[config.mk]
export PLATFORM = sky130hd
export DESIGN_NAME = dec_private_mode_sniffer
export DESIGN_NICKNAME = d
export VERILOG_FILES = /design/src/design/dpms_pkg.sv /design/src/design/dpms_in_stage.sv /design/src/design/dpms_parser.sv /design/src/design/dpms_out_stage.sv /design/src/design/dec_private_mode_sniffer.sv
export SDC_FILE = /design/constraint.sdc
export NUM_CORES = 1
export LEC_CHECK = 0
export BUFFER_PORTS_ARGS = -buffer_cell sky130_fd_sc_hd__buf_2
export CORE_MARGIN = 5
export CORE_UTILIZATION = 40
export CTS_CLUSTER_SIZE = 40
export DETAILED_ROUTE_END_ITERATION = 6
export GPL_TIMING_DRIVEN = 0
export HOLD_SLACK_MARGIN = 0.1
export PLACE_DENSITY = 0.58
export SYNTH_ARGS = -nofsm -noshare
export SYNTH_HDL_FRONTEND = slang
export SYNTH_SLANG_ARGS = --single-unit
[constraint.sdc]
create_clock -name clk_i -period 4.5 [get_ports clk_i]
set_input_delay 0.45 -clock clk_i [delete_from_list [all_inputs] [get_ports clk_i]]
set_output_delay 0.45 -clock clk_i [all_outputs]
set_load 0.01 [all_outputs]
[src/design/dpms_pkg.sv]
package dpms_pkg;

  typedef enum logic [1:0] {
    PhIdle  = 2'd0,
    PhEsc   = 2'd1,
    PhCsi   = 2'd2,
    PhParam = 2'd3
  } phase_e;

  localparam logic [7:0] EscByte   = 8'h1b;
  localparam logic [7:0] CsiByte   = 8'h5b;
  localparam logic [7:0] QmarkByte = 8'h3f;
  localparam logic [7:0] SemiByte  = 8'h3b;
  localparam logic [7:0] Digit0    = 8'h30;
  localparam logic [7:0] Digit9    = 8'h39;
  localparam logic [7:0] SetByte   = 8'h68;
  localparam logic [7:0] ResetByte = 8'h6c;

  localparam int unsigned AccW = 14;
  localparam logic [AccW-1:0] AccMax = 14'd16383;

  localparam logic [AccW-1:0] CodePaste    = 14'd2004;
  localparam logic [AccW-1:0] CodeX10      = 14'd9;
  localparam logic [AccW-1:0] CodeNormal   = 14'd1000;
  localparam logic [AccW-1:0] CodeButton   = 14'd1002;
  localparam logic [AccW-1:0] CodeAny      = 14'd1003;
  localparam logic [AccW-1:0] CodeUtf8     = 14'd1005;
  localparam logic [AccW-1:0] CodeSgr      = 14'd1006;
  localparam logic [AccW-1:0] CodeUrxvt    = 14'd1015;

  localparam logic [2:0] TrkNone   = 3'd0;
  localparam logic [2:0] TrkX10    = 3'd1;
  localparam logic [2:0] TrkNormal = 3'd2;
  localparam logic [2:0] TrkButton = 3'd3;
  localparam logic [2:0] TrkAny    = 3'd4;

  localparam logic [1:0] EncDefault = 2'd0;
  localparam logic [1:0] EncUtf8    = 2'd1;
  localparam logic [1:0] EncSgr     = 2'd2;
  localparam logic [1:0] EncUrxvt   = 2'd3;

  typedef struct packed {
    logic       done;
    logic [1:0] encoding;
    logic [2:0] tracking;
    logic       paste;
  } res_t;

  typedef struct packed {
    logic free;
    logic load;
  } flow_t;

endpackage

[src/design/dpms_in_stage.sv]
module dpms_in_stage (
  input  logic            clk_i,
  input  logic            rst_ni,
  input  logic            s_axis_tvalid_i,
  output logic            s_axis_tready_o,
  input  logic [7:0]      s_axis_tdata_i,
  input  dpms_pkg::flow_t flow_i,
  output logic            step_o,
  output logic [7:0]      byte_o
);
  import dpms_pkg::*;

  logic       valid_q, valid_d;
  logic [7:0] byte_q;

  assign step_o          = valid_q && flow_i.free;
  assign s_axis_tready_o = !valid_q || step_o;
  assign byte_o          = byte_q;

  always_comb begin
    valid_d = valid_q;
    if (s_axis_tready_o) begin
      valid_d = s_axis_tvalid_i;
    end
  end

  always_ff @(posedge clk_i or negedge rst_ni) begin
    if (!rst_ni) begin
      valid_q <= 1'b0;
    end else begin
      valid_q <= valid_d;
    end
  end

  always_ff @(posedge clk_i) begin
    if (s_axis_tready_o && s_axis_tvalid_i) begin
      byte_q <= s_axis_tdata_i;
    end
  end

endmodule

[src/design/dpms_parser.sv]
module dpms_parser #(
  parameter int unsigned MaxParamChars = 64
) (
  input  logic           clk_i,
  input  logic           rst_ni,
  input  logic           step_i,
  input  logic [7:0]     byte_i,
  output dpms_pkg::res_t res_o
);
  import dpms_pkg::*;

  localparam int unsigned CntW = $clog2(MaxParamChars + 1);
  localparam logic [CntW-1:0] CntMax = CntW'(MaxParamChars);

  phase_e          phase_q, phase_d;
  logic [AccW-1:0] acc_q, acc_d;
  logic            sat_q, sat_d;
  logic [CntW-1:0] cnt_q, cnt_d;
  logic            pst_seen_q, pst_seen_d;
  logic [2:0]      trk_code_q, trk_code_d;
  logic [1:0]      enc_code_q, enc_code_d;
  logic            paste_q, paste_d;
  logic [2:0]      trk_q, trk_d;
  logic [1:0]      enc_q, enc_d;
  logic            done;

  logic            fin_paste;
  logic [2:0]      fin_trk;
  logic [1:0]      fin_enc;
  logic [AccW+3:0] acc_next;
  logic            is_digit;
  logic            set_mode;

  assign is_digit = (byte_i >= Digit0) && (byte_i <= Digit9);
  assign set_mode = (byte_i == SetByte);
  assign acc_next = {1'b0, acc_q, 3'b0} + {3'b0, acc_q, 1'b0}
                  + (AccW+4)'(byte_i - Digit0);

  always_comb begin
    fin_paste = pst_seen_q;
    fin_trk   = trk_code_q;
    fin_enc   = enc_code_q;
    if (!sat_q) begin
      unique case (acc_q)
        CodePaste:  fin_paste = 1'b1;
        CodeX10:    fin_trk   = TrkX10;
        CodeNormal: fin_trk   = TrkNormal;
        CodeButton: fin_trk   = TrkButton;
        CodeAny:    fin_trk   = TrkAny;
        CodeUtf8:   fin_enc   = EncUtf8;
        CodeSgr:    fin_enc   = EncSgr;
        CodeUrxvt:  fin_enc   = EncUrxvt;
        default:    fin_paste = pst_seen_q;
      endcase
    end
  end

  always_comb begin
    phase_d    = phase_q;
    acc_d      = acc_q;
    sat_d      = sat_q;
    cnt_d      = cnt_q;
    pst_seen_d = pst_seen_q;
    trk_code_d = trk_code_q;
    enc_code_d = enc_code_q;
    paste_d    = paste_q;
    trk_d      = trk_q;
    enc_d      = enc_q;
    done       = 1'b0;
    unique case (phase_q)
      PhIdle: begin
        if (byte_i == EscByte) begin
          phase_d = PhEsc;
        end
      end
      PhEsc: begin
        phase_d = (byte_i == CsiByte) ? PhCsi : PhIdle;
      end
      PhCsi: begin
        if (byte_i == QmarkByte) begin
          phase_d    = PhParam;
          acc_d      = '0;
          sat_d      = 1'b0;
          cnt_d      = '0;
          pst_seen_d = 1'b0;
          trk_code_d = TrkNone;
          enc_code_d = EncDefault;
        end else begin
          phase_d = PhIdle;
        end
      end
      PhParam: begin
        priority if (set_mode || byte_i == ResetByte) begin
          if (fin_paste) begin
            paste_d = set_mode;
          end
          if (fin_trk != TrkNone) begin
            trk_d = set_mode ? fin_trk : TrkNone;
          end
          if (fin_enc != EncDefault) begin
            enc_d = set_mode ? fin_enc : EncDefault;
          end
          acc_d      = '0;
          sat_d      = 1'b0;
          cnt_d      = '0;
          pst_seen_d = 1'b0;
          trk_code_d = TrkNone;
          enc_code_d = EncDefault;
          phase_d    = PhIdle;
          done       = 1'b1;
        end else if (is_digit || byte_i == SemiByte) begin
          if (cnt_q < CntMax) begin
            cnt_d = cnt_q + 1'b1;
            if (byte_i == SemiByte) begin
              pst_seen_d = fin_paste;
              trk_code_d = fin_trk;
              enc_code_d = fin_enc;
              acc_d      = '0;
              sat_d      = 1'b0;
            end else if (!sat_q) begin
              if (acc_next > (AccW+4)'(AccMax)) begin
                sat_d = 1'b1;
              end else begin
                acc_d = acc_next[AccW-1:0];
              end
            end
          end
        end else if (byte_i == EscByte) begin
          phase_d = PhEsc;
        end else begin
          phase_d = PhIdle;
        end
      end
      default: phase_d = PhIdle;
    endcase
  end

  assign res_o = '{done: done, encoding: enc_d, tracking: trk_d, paste: paste_d};

  always_ff @(posedge clk_i or negedge rst_ni) begin
    if (!rst_ni) begin
      phase_q    <= PhIdle;
      acc_q      <= '0;
      sat_q      <= 1'b0;
      cnt_q      <= '0;
      pst_seen_q <= 1'b0;
      trk_code_q <= TrkNone;
      enc_code_q <= EncDefault;
      paste_q    <= 1'b0;
      trk_q      <= TrkNone;
      enc_q      <= EncDefault;
    end else if (step_i) begin
      phase_q    <= phase_d;
      acc_q      <= acc_d;
      sat_q      <= sat_d;
      cnt_q      <= cnt_d;
      pst_seen_q <= pst_seen_d;
      trk_code_q <= trk_code_d;
      enc_code_q <= enc_code_d;
      paste_q    <= paste_d;
      trk_q      <= trk_d;
      enc_q      <= enc_d;
    end
  end

  a_done_to_idle: assert property (@(posedge clk_i) disable iff (!rst_ni)
    step_i && res_o.done |=> phase_q == PhIdle && cnt_q == '0)
    else $error("sequence end did not return to idle");

  a_cnt_bound: assert property (@(posedge clk_i) disable iff (!rst_ni)
    cnt_q <= CntMax)
    else $error("parameter count past limit");

  a_done_from_param: assert property (@(posedge clk_i) disable iff (!rst_ni)
    step_i && res_o.done |-> phase_q == PhParam)
    else $error("sequence end outside parameters");

  a_trk_range: assert property (@(posedge clk_i) disable iff (!rst_ni)
    trk_q <= TrkAny && trk_code_q <= TrkAny)
    else $error("tracking level out of range");

  a_hold_idle: assert property (@(posedge clk_i) disable iff (!rst_ni)
    !step_i |=> $stable(phase_q) && $stable(acc_q) && $stable(trk_q))
    else $error("state moved without an item");

endmodule

[src/design/dpms_out_stage.sv]
module dpms_out_stage (
  input  logic            clk_i,
  input  logic            rst_ni,
  input  logic            step_i,
  input  dpms_pkg::res_t  res_i,
  output dpms_pkg::flow_t flow_o,
  output logic            m_axis_tvalid_o,
  input  logic            m_axis_tready_i,
  output logic [7:0]      m_axis_tdata_o
);
  import dpms_pkg::*;

  logic valid_q, valid_d;
  res_t res_q;

  assign flow_o          = '{free: (!valid_q || m_axis_tready_i), load: step_i};
  assign m_axis_tvalid_o = valid_q;
  assign m_axis_tdata_o  = {1'b0, res_q.done, res_q.encoding, res_q.tracking, res_q.paste};

  always_comb begin
    valid_d = valid_q;
    if (flow_o.load) begin
      valid_d = 1'b1;
    end else if (m_axis_tready_i) begin
      valid_d = 1'b0;
    end
  end

  always_ff @(posedge clk_i or negedge rst_ni) begin
    if (!rst_ni) begin
      valid_q <= 1'b0;
    end else begin
      valid_q <= valid_d;
    end
  end

  always_ff @(posedge clk_i) begin
    if (flow_o.load) begin
      res_q <= res_i;
    end
  end

  a_no_overwrite: assert property (@(posedge clk_i) disable iff (!rst_ni)
    valid_q && !m_axis_tready_i |-> !step_i)
    else $error("result overwritten while stalled");

endmodule

[src/design/dec_private_mode_sniffer.sv]
// DEC private mode sniffer.
// Input channel s_axis: one raw byte of terminal output per item.
// Output channel m_axis: exactly one result item per input byte, in order,
// carrying the mode state after that byte and a flag set when the byte was
// the final h or l of an ESC [ ? params sequence.
// The block scans at one byte per cycle while the receiver takes results. An
// accepted byte lands in the input register; when the result register is free,
// the parser updates its state and the result register takes the item at the
// same edge, which raises tvalid of that result. The parser state is a single
// register set updated once per byte. When the receiver stalls the result
// register holds its item; the input register still takes one more byte, then
// tready drops until the result is taken. Reset returns the parser to idle,
// clears all modes to zero (paste off, no tracking, default encoding) and
// empties both registers. Only the first MAX_PARAM_CHARS parameter
// characters of a sequence count.
module dec_private_mode_sniffer #(
  parameter int unsigned MAX_PARAM_CHARS = 64
) (
  input  logic       clk_i,
  input  logic       rst_ni,
  input  logic       s_axis_tvalid_i,
  output logic       s_axis_tready_o,
  input  logic [7:0] s_axis_tdata_i,  // [7:0] byte_in
  output logic       m_axis_tvalid_o,
  input  logic       m_axis_tready_i,
  output logic [7:0] m_axis_tdata_o   // [0] bracketed_paste, [3:1] mouse_tracking,
                                      // [5:4] mouse_encoding, [6] sequence_done, [7] zero
);
  import dpms_pkg::*;

  flow_t      flow;
  logic       step;
  logic [7:0] byte_cur;
  res_t       res;

  dpms_in_stage u_in (
    .clk_i           (clk_i),
    .rst_ni          (rst_ni),
    .s_axis_tvalid_i (s_axis_tvalid_i),
    .s_axis_tready_o (s_axis_tready_o),
    .s_axis_tdata_i  (s_axis_tdata_i),
    .flow_i          (flow),
    .step_o          (step),
    .byte_o          (byte_cur)
  );

  dpms_parser #(
    .MaxParamChars (MAX_PARAM_CHARS)
  ) u_parser (
    .clk_i  (clk_i),
    .rst_ni (rst_ni),
    .step_i (step),
    .byte_i (byte_cur),
    .res_o  (res)
  );

  dpms_out_stage u_out (
    .clk_i           (clk_i),
    .rst_ni          (rst_ni),
    .step_i          (step),
    .res_i           (res),
    .flow_o          (flow),
    .m_axis_tvalid_o (m_axis_tvalid_o),
    .m_axis_tready_i (m_axis_tready_i),
    .m_axis_tdata_o  (m_axis_tdata_o)
  );

endmodule
# Yosys cells after proc, flatten, opt, wreduce, memory -nomap -nowiden
# Index checks and enable logic that the tools add are counted.
# Widths: inputs -> output; s select.
totals:
  ff_bits: 53
  elab_cells: 133
op_classes:
  n_lt_le_gt_ge: 4
  n_reduce_logical: 18
  add_sub_neg: 4
  mux: 65
  eq_ne: 25
op_table:
  columns: ["cell", "count"]
  rows:
  - ["$mux 14", 7]
  - ["$eq 14x10->1 const B", 6]
  - ["$mux 2", 15]
  - ["$mux 3", 10]
  - ["$mux 7", 4]
  - ["$pmux 14 s2", 1]
  - ["$eq 8x7->1 const B", 3]
  - ["$mux 1", 20]
  - ["$add 17x15->18", 1]
  - ["$add 18x18->18", 1]
  - ["$gt 18x14->1 const B", 1]
  - ["$eq 8x6->1 const B", 2]
  - ["$eq 14x11->1 const B", 1]
  - ["$eq 14x4->1 const B", 1]
  - ["$pmux 7 s2", 1]
  - ["$pmux 3 s4", 1]
  - ["$ne 3x1->1 const B", 3]
  - ["$sub 8x6->9 const B", 1]
  - ["$eq 8x5->1 const B", 1]
  - ["$ge 8x6->1 const B", 1]
  - ["$le 8x6->1 const B", 1]
  - ["$pmux 2 s4", 1]
  - ["$add 7x1->7 const B", 1]
  - ["$lt 7x7->1 const B", 1]
  - ["other kinds (20)", 31]

# Longest topological paths before layout
logic_depth:
  depth_word: 10
  depth_mapped: 14
  ltp_nobuf: 13

# Hierarchy
# Synthesis repeated with hierarchy kept, for this count alone.
hier_totals:
  hier_cells: 379
  hier_area_um2: 3739.8
modules_own_cells:
  columns: ["mod", "area_each_um2", "seq_area_each_um2", "cells_each", "n_inst"]
  rows:
  - ["dpms_parser", 3163.0, 900.9, 353, 1]
  - ["dpms_in_stage", 300.3, 265.3, 13, 1]
  - ["dpms_out_stage", 276.5, 235.2, 13, 1]

# Worst setup path after synthesis
# OpenSTA, ideal clock, no wires.
synth_timing:
  path_type: "reg-to-reg"
  start: "register u_in.byte_q[4] (netlist: u_in.byte_o[4])"
  end: "register u_parser.acc_q[12]"
  required_ns: 4.379
  n_path_buf: 2
  setup_time_ns: 0.121
  stages_incl_launch_ff: 15
  path_slack_ns: 0.285
  arrival_ns: 4.094
  cell_sequence: "edfxtp_1 ha_1 nor2_1 fa_1 ha_1 buf_6 a21oi_4 nand2_1 a21o_1 or4_1 a22o_1 nor3_2 o21bai_1 buf_2 a22o_1"
synth_between:
  elab_chain_len: 9
  word_cells_on_any_way: 25
  cone_classes: "add/sub (2); order compare (3); eq/ne (9); mux (7); reduce/logical (4)"
synth_rtl:
  columns: ["element", "line", "source"]
  rows:
  - ["from (decl)", "dpms_in_stage.sv:14", "logic [7:0] byte_q;"]
  - ["from (signal assigned)", "dpms_in_stage.sv:37", "byte_q <= s_axis_tdata_i;"]
  - ["branches (longest 9 deep; another with $add 18x18->18)", null, null]
  - ["to (signal assigned)", "dpms_parser.sv:143", "acc_q <= '0;"]
  - ["to (signal assigned)", "dpms_parser.sv:154", "acc_q <= acc_d;"]
  - ["to (decl)", "dpms_parser.sv:16", "logic [AccW-1:0] acc_q, acc_d;"]
# Several ways; the timed one is not identified. The select of a mux whose other input is x is not followed.
# A chain may end at the register's enable or synchronous reset.

# Worst setup path after layout
layout_timing:
  start: "register u_in.byte_q[6] (netlist: u_in.byte_o[6])"
  end: "register u_parser.acc_q[3]"
layout_between:
  elab_chain_len: 6
  word_cells_on_any_way: 23
  cone_classes: "add/sub (2); order compare (3); eq/ne (9); mux (5); reduce/logical (4)"
layout_rtl:
  columns: ["element"]
  rows:
  - ["branches (longest 6 deep; another with $add 18x18->18)"]
# Several ways; the timed one is not identified. The select of a mux whose other input is x is not followed.

==> run_results.csv <==
group,metric,value,unit
final_layout,final_core_util,0.459,
global_routing,grt_max_degree,39,
placement,io_buffers,20,
critical_path,crit_path_end_kind,"flop",
global_routing,antenna_found_initial,0,
clock_network,cts_num_sinks,53,
timing,skew,0.0131,ns
synthesis,synth-seq-cells,53,
timing,holdWs,0.241,ns
global_routing,grt_overflow,0,
clock_network,numCtsBuffers,5,
critical_path,critPathRequiredTime,4.69,ns
floorplanning,ios,22,
synthesis,synth.yosys.seq_area_share,0.380,
placement,dp.cells,509,
run,cap_violations,0,
synthesis,ys.flop_type,"dfrtp_1",
final_layout,nets,469,
critical_path,crit_path_start_kind,"flop",
status,status,"finished, final reports clean",
synthesis,netlist_area,3690,um2
routing,vias,2910,
final_layout,fin_cells,533,
critical_path,crit_buf_inv,3,
synthesis,netlist.area_leader.share,0.258,
synthesis,synth-compound-area-share,0.216,
timing,final-setup-viol-count,0,
synthesis,synthAdderAreaFrac,0.148,
placement,dpl.hpwl,6340,um
floorplanning,die_w,106,um
critical_path,crit_arrival,4.48,ns
critical_path,cp_slowest_cell,"or4_1",
timing,hold_viol_final,0,
routing,detail_route.iter0.violations,97,
timing,worst_pin_slew,0.846,ns
critical_path,critPathMaxFanout,10,
routing,ant_nets,0,
floorplanning,die-height,106,um
timing,post-route-period-util,0.955,
synthesis,synth.area.top_cells,"dfrtp_1, edfxtp_1, ha_1, fa_1, a22o_1",
routing,vias_per_cell,5.46,
timing,drv_slew,0,
clock_network,htreeDepth,2,
floorplanning,core,9110,um2
synthesis,synth_edf_count,15,
synthesis,synth-simple-area-share,0.179,
synthesis,synth_top_cell_by_area,"dfrtp_1",
final_layout,n_fill_cell,869,
final_layout,antenna_cells,0,
placement,gp_congestion,0.822,
synthesis,syn_inst,378,
synthesis,synthArstFlopShare,0.717,
min_path,min_path_type,"in -> async",
routing,dr.pass1.iters,5,
synthesis,synth_xor_xnor_area_share,0.0261,
critical_path,worst_path_largest_cell_delay,0.47,ns
timing,fmax,0.233,GHz
routing,wire_per_inst,15.1,um
critical_path,worstSetupPathType,"reg -> reg",
power,power_density,218,nW/um2
routing,wirelength,8040,um
power,power_leakage,1.89,nW
clock_network,clk_path_buf_depth,2,
clock_network,hold_buffers,0,
floorplanning,rows,35,
global_routing,track_usage,0.149,
power,ir_worst_vdd,0.141,mV
clock_network,clk_latency,0.31,ns
clock_network,clk_pin_slew,0.10,ns
global_routing,grt_pass1_vias,2781,
synthesis,syn_area_per_cell,9.77,um2
clock_network,cts_tree,"done",
floorplanning,die_area,11300,um2
global_routing,grt_first_pass_wirelength,13700,um
final_layout,area_growth,13.2,%
routing,drc,0,
clock_network,root_buffer,"clkbuf_8",
floorplanning,start_util,0.405,
synthesis,synthesis.nets,426,
synthesis,synth_mux_area_frac,0.00542,
critical_path,crit_family,"simple AND/OR/NAND/NOR gates",
final_layout,drive_above_1_share,0.140,
synthesis,synth_top_family_by_area,"compound AO/OA/AOI/OAI gates",
synthesis,yosys_warnings,0,
timing,slew-limit-headroom,0.436,
synthesis,yosysUniqueCellTypes,58,
timing,min_period,4.30,ns
critical_path,path_cells,"or2_2, nor2_4, buf_4, fa_1, ha_1, buf_2, nand4_1, o22ai_1, nor2b_1, or4_1, a22o_1, nor3_4, o21bai_2, buf_2, a22o_1",
## cells by family after synthesis
family | after synthesis
XOR/XNOR | 11
AO/OA/AOI/OAI | 113
buffers and inverters | 39
other | 1
multiplexers | 2
AND/OR/NAND/NOR | 123
flip-flops | 53
adder cells (fa/ha/maj) | 36
## cells in the final DEF (no fill, tap or decap), types with 3 or more instances in the layout
cell,synthesis,layout
a21o_1,4,4
a21oi_1,23,22
a22o_1,29,29
a31oi_1,7,7
and2_1,3,3
and3_1,3,3
buf_2,2,22
buf_4,1,17
clkbuf_1,5,6
clkbuf_8,0,5
dfrtp_1,38,38
edfxtp_1,15,15
fa_1,13,13
ha_1,23,22
inv_1,29,29
nand2_1,31,31
nand2b_1,8,8
nand3_1,15,15
nand3b_1,4,4
nand4_1,6,6
nor2_1,22,21
nor2b_1,4,4
nor3_1,8,8
o211ai_1,5,5
o21a_1,6,6
o21ai_0,17,17
o31ai_1,5,5
or3_1,3,3
xnor2_1,8,8
xor2_1,3,3
## power by group
part           internal [W]  leakage (nW)  switching, W
clock network      0.000111        0.0456      0.000159
registers          0.000511         0.671    0.00000953
logic             0.0000497          1.18     0.0000689
total              0.000672          1.89      0.000237
## routing by layer
layer | GRT usage | vias up | share of wire
li1 | - | 1473 | -
met1 | 0.219 | 1392 | 0.48
met2 | 0.235 | 43 | 0.48
met3 | 0.0213 | 2 | 0.031
met4 | 0.0305 | 0 | 0.0055
met5 | 0 | - | 0
## area by class of cell
| cell class | instances | area (um2) | share of cell area |
|---|---|---|---|
| multi-input cells | 286 | 2160 | 0.518 |
| flip-flops and latches | 53 | 1400 | 0.335 |
| repair buffers | 36 | 220 | 0.0527 |
| well taps | 111 | 139 | 0.0332 |
| inverters | 29 | 109 | 0.0260 |
| clock buffers | 6 | 72.6 | 0.0174 |
| plain buffers | 10 | 58.8 | 0.0141 |
| clock inverters | 2 | 13.8 | 0.00329 |
## per-stage QoR
stage	area, um2	TNS, ns	setup slack [ns]	total power (W)
2_1_floorplan	3690	0	0.285	0.000598
3_3_place_gp	3930	-7.18	-0.569	0.000634
3_5_place_dp	3930	-7.84	-0.615	0.000636
4_1_cts	4040	0	0.0258	0.000908
5_1_grt	4180	-0.00184	-0.00184	0.000955
6_report	4180	0	0.205	0.000909
## Yosys cell counts (8+ instances only)
master,instances
o21ai_0,17
a21oi_1,23
a22o_1,29
nand2_1,31
dfrtp_1,38
nand3_1,15
edfxtp_1,15
ha_1,23
fa_1,13
xnor2_1,8
nand2b_1,8
nor3_1,8
inv_1,29
nor2_1,22
## final timing paths
| kind | from | endpoint | slack [ns] | cells after the start |
|---|---|---|---|---|
| setup / recovery | u_in.byte_o[6]$_DFFE_PP_ | u_parser.acc_q[3]$_DFFE_PN0P_ | 0.20 | 15 |
| hold / removal | rst_ni | u_parser.cnt_q[2]$_DFFE_PN0P_ | 0.24 | 1 |
| setup reg to reg | u_in.byte_o[6]$_DFFE_PP_ | u_parser.acc_q[3]$_DFFE_PN0P_ | 0.20 | 15 |
| hold reg to reg | u_parser.cnt_q[5]$_DFFE_PN0P_ | u_parser.cnt_q[5]$_DFFE_PN0P_ | 0.50 | 1 |
| max in group asynchronous | rst_ni | u_parser.acc_q[9]$_DFFE_PN0P_ | 3.72 | 1 |
| min in group clk_i | s_axis_tdata_i[6] | u_in.byte_o[6]$_DFFE_PP_ | 0.31 | 1 |
## sequential cells by signal, summed over array words and instances (netlist names)
register	flops
u_parser.cnt_q	7
u_out.m_axis_tdata_o	7
u_parser.trk_q	3
u_parser.acc_q	14
u_in.valid_q	1
u_parser.trk_code_q	3
u_parser.paste_q	1
u_parser.sat_q	1
u_parser.phase_q	2
u_in.byte_o	8
u_parser.pst_seen_q	1
u_parser.enc_code_q	2
u_parser.enc_q	2
u_out.m_axis_tvalid_o	1
## repair_timing
action                                  4_1_cts  5_1_grt
endpoints found under the setup margin       14       14
resized for setup                             4        4
buffers inserted                              0       16
pin swaps                                     0        2
Note: power is estimated with default switching activity, not from simulation.
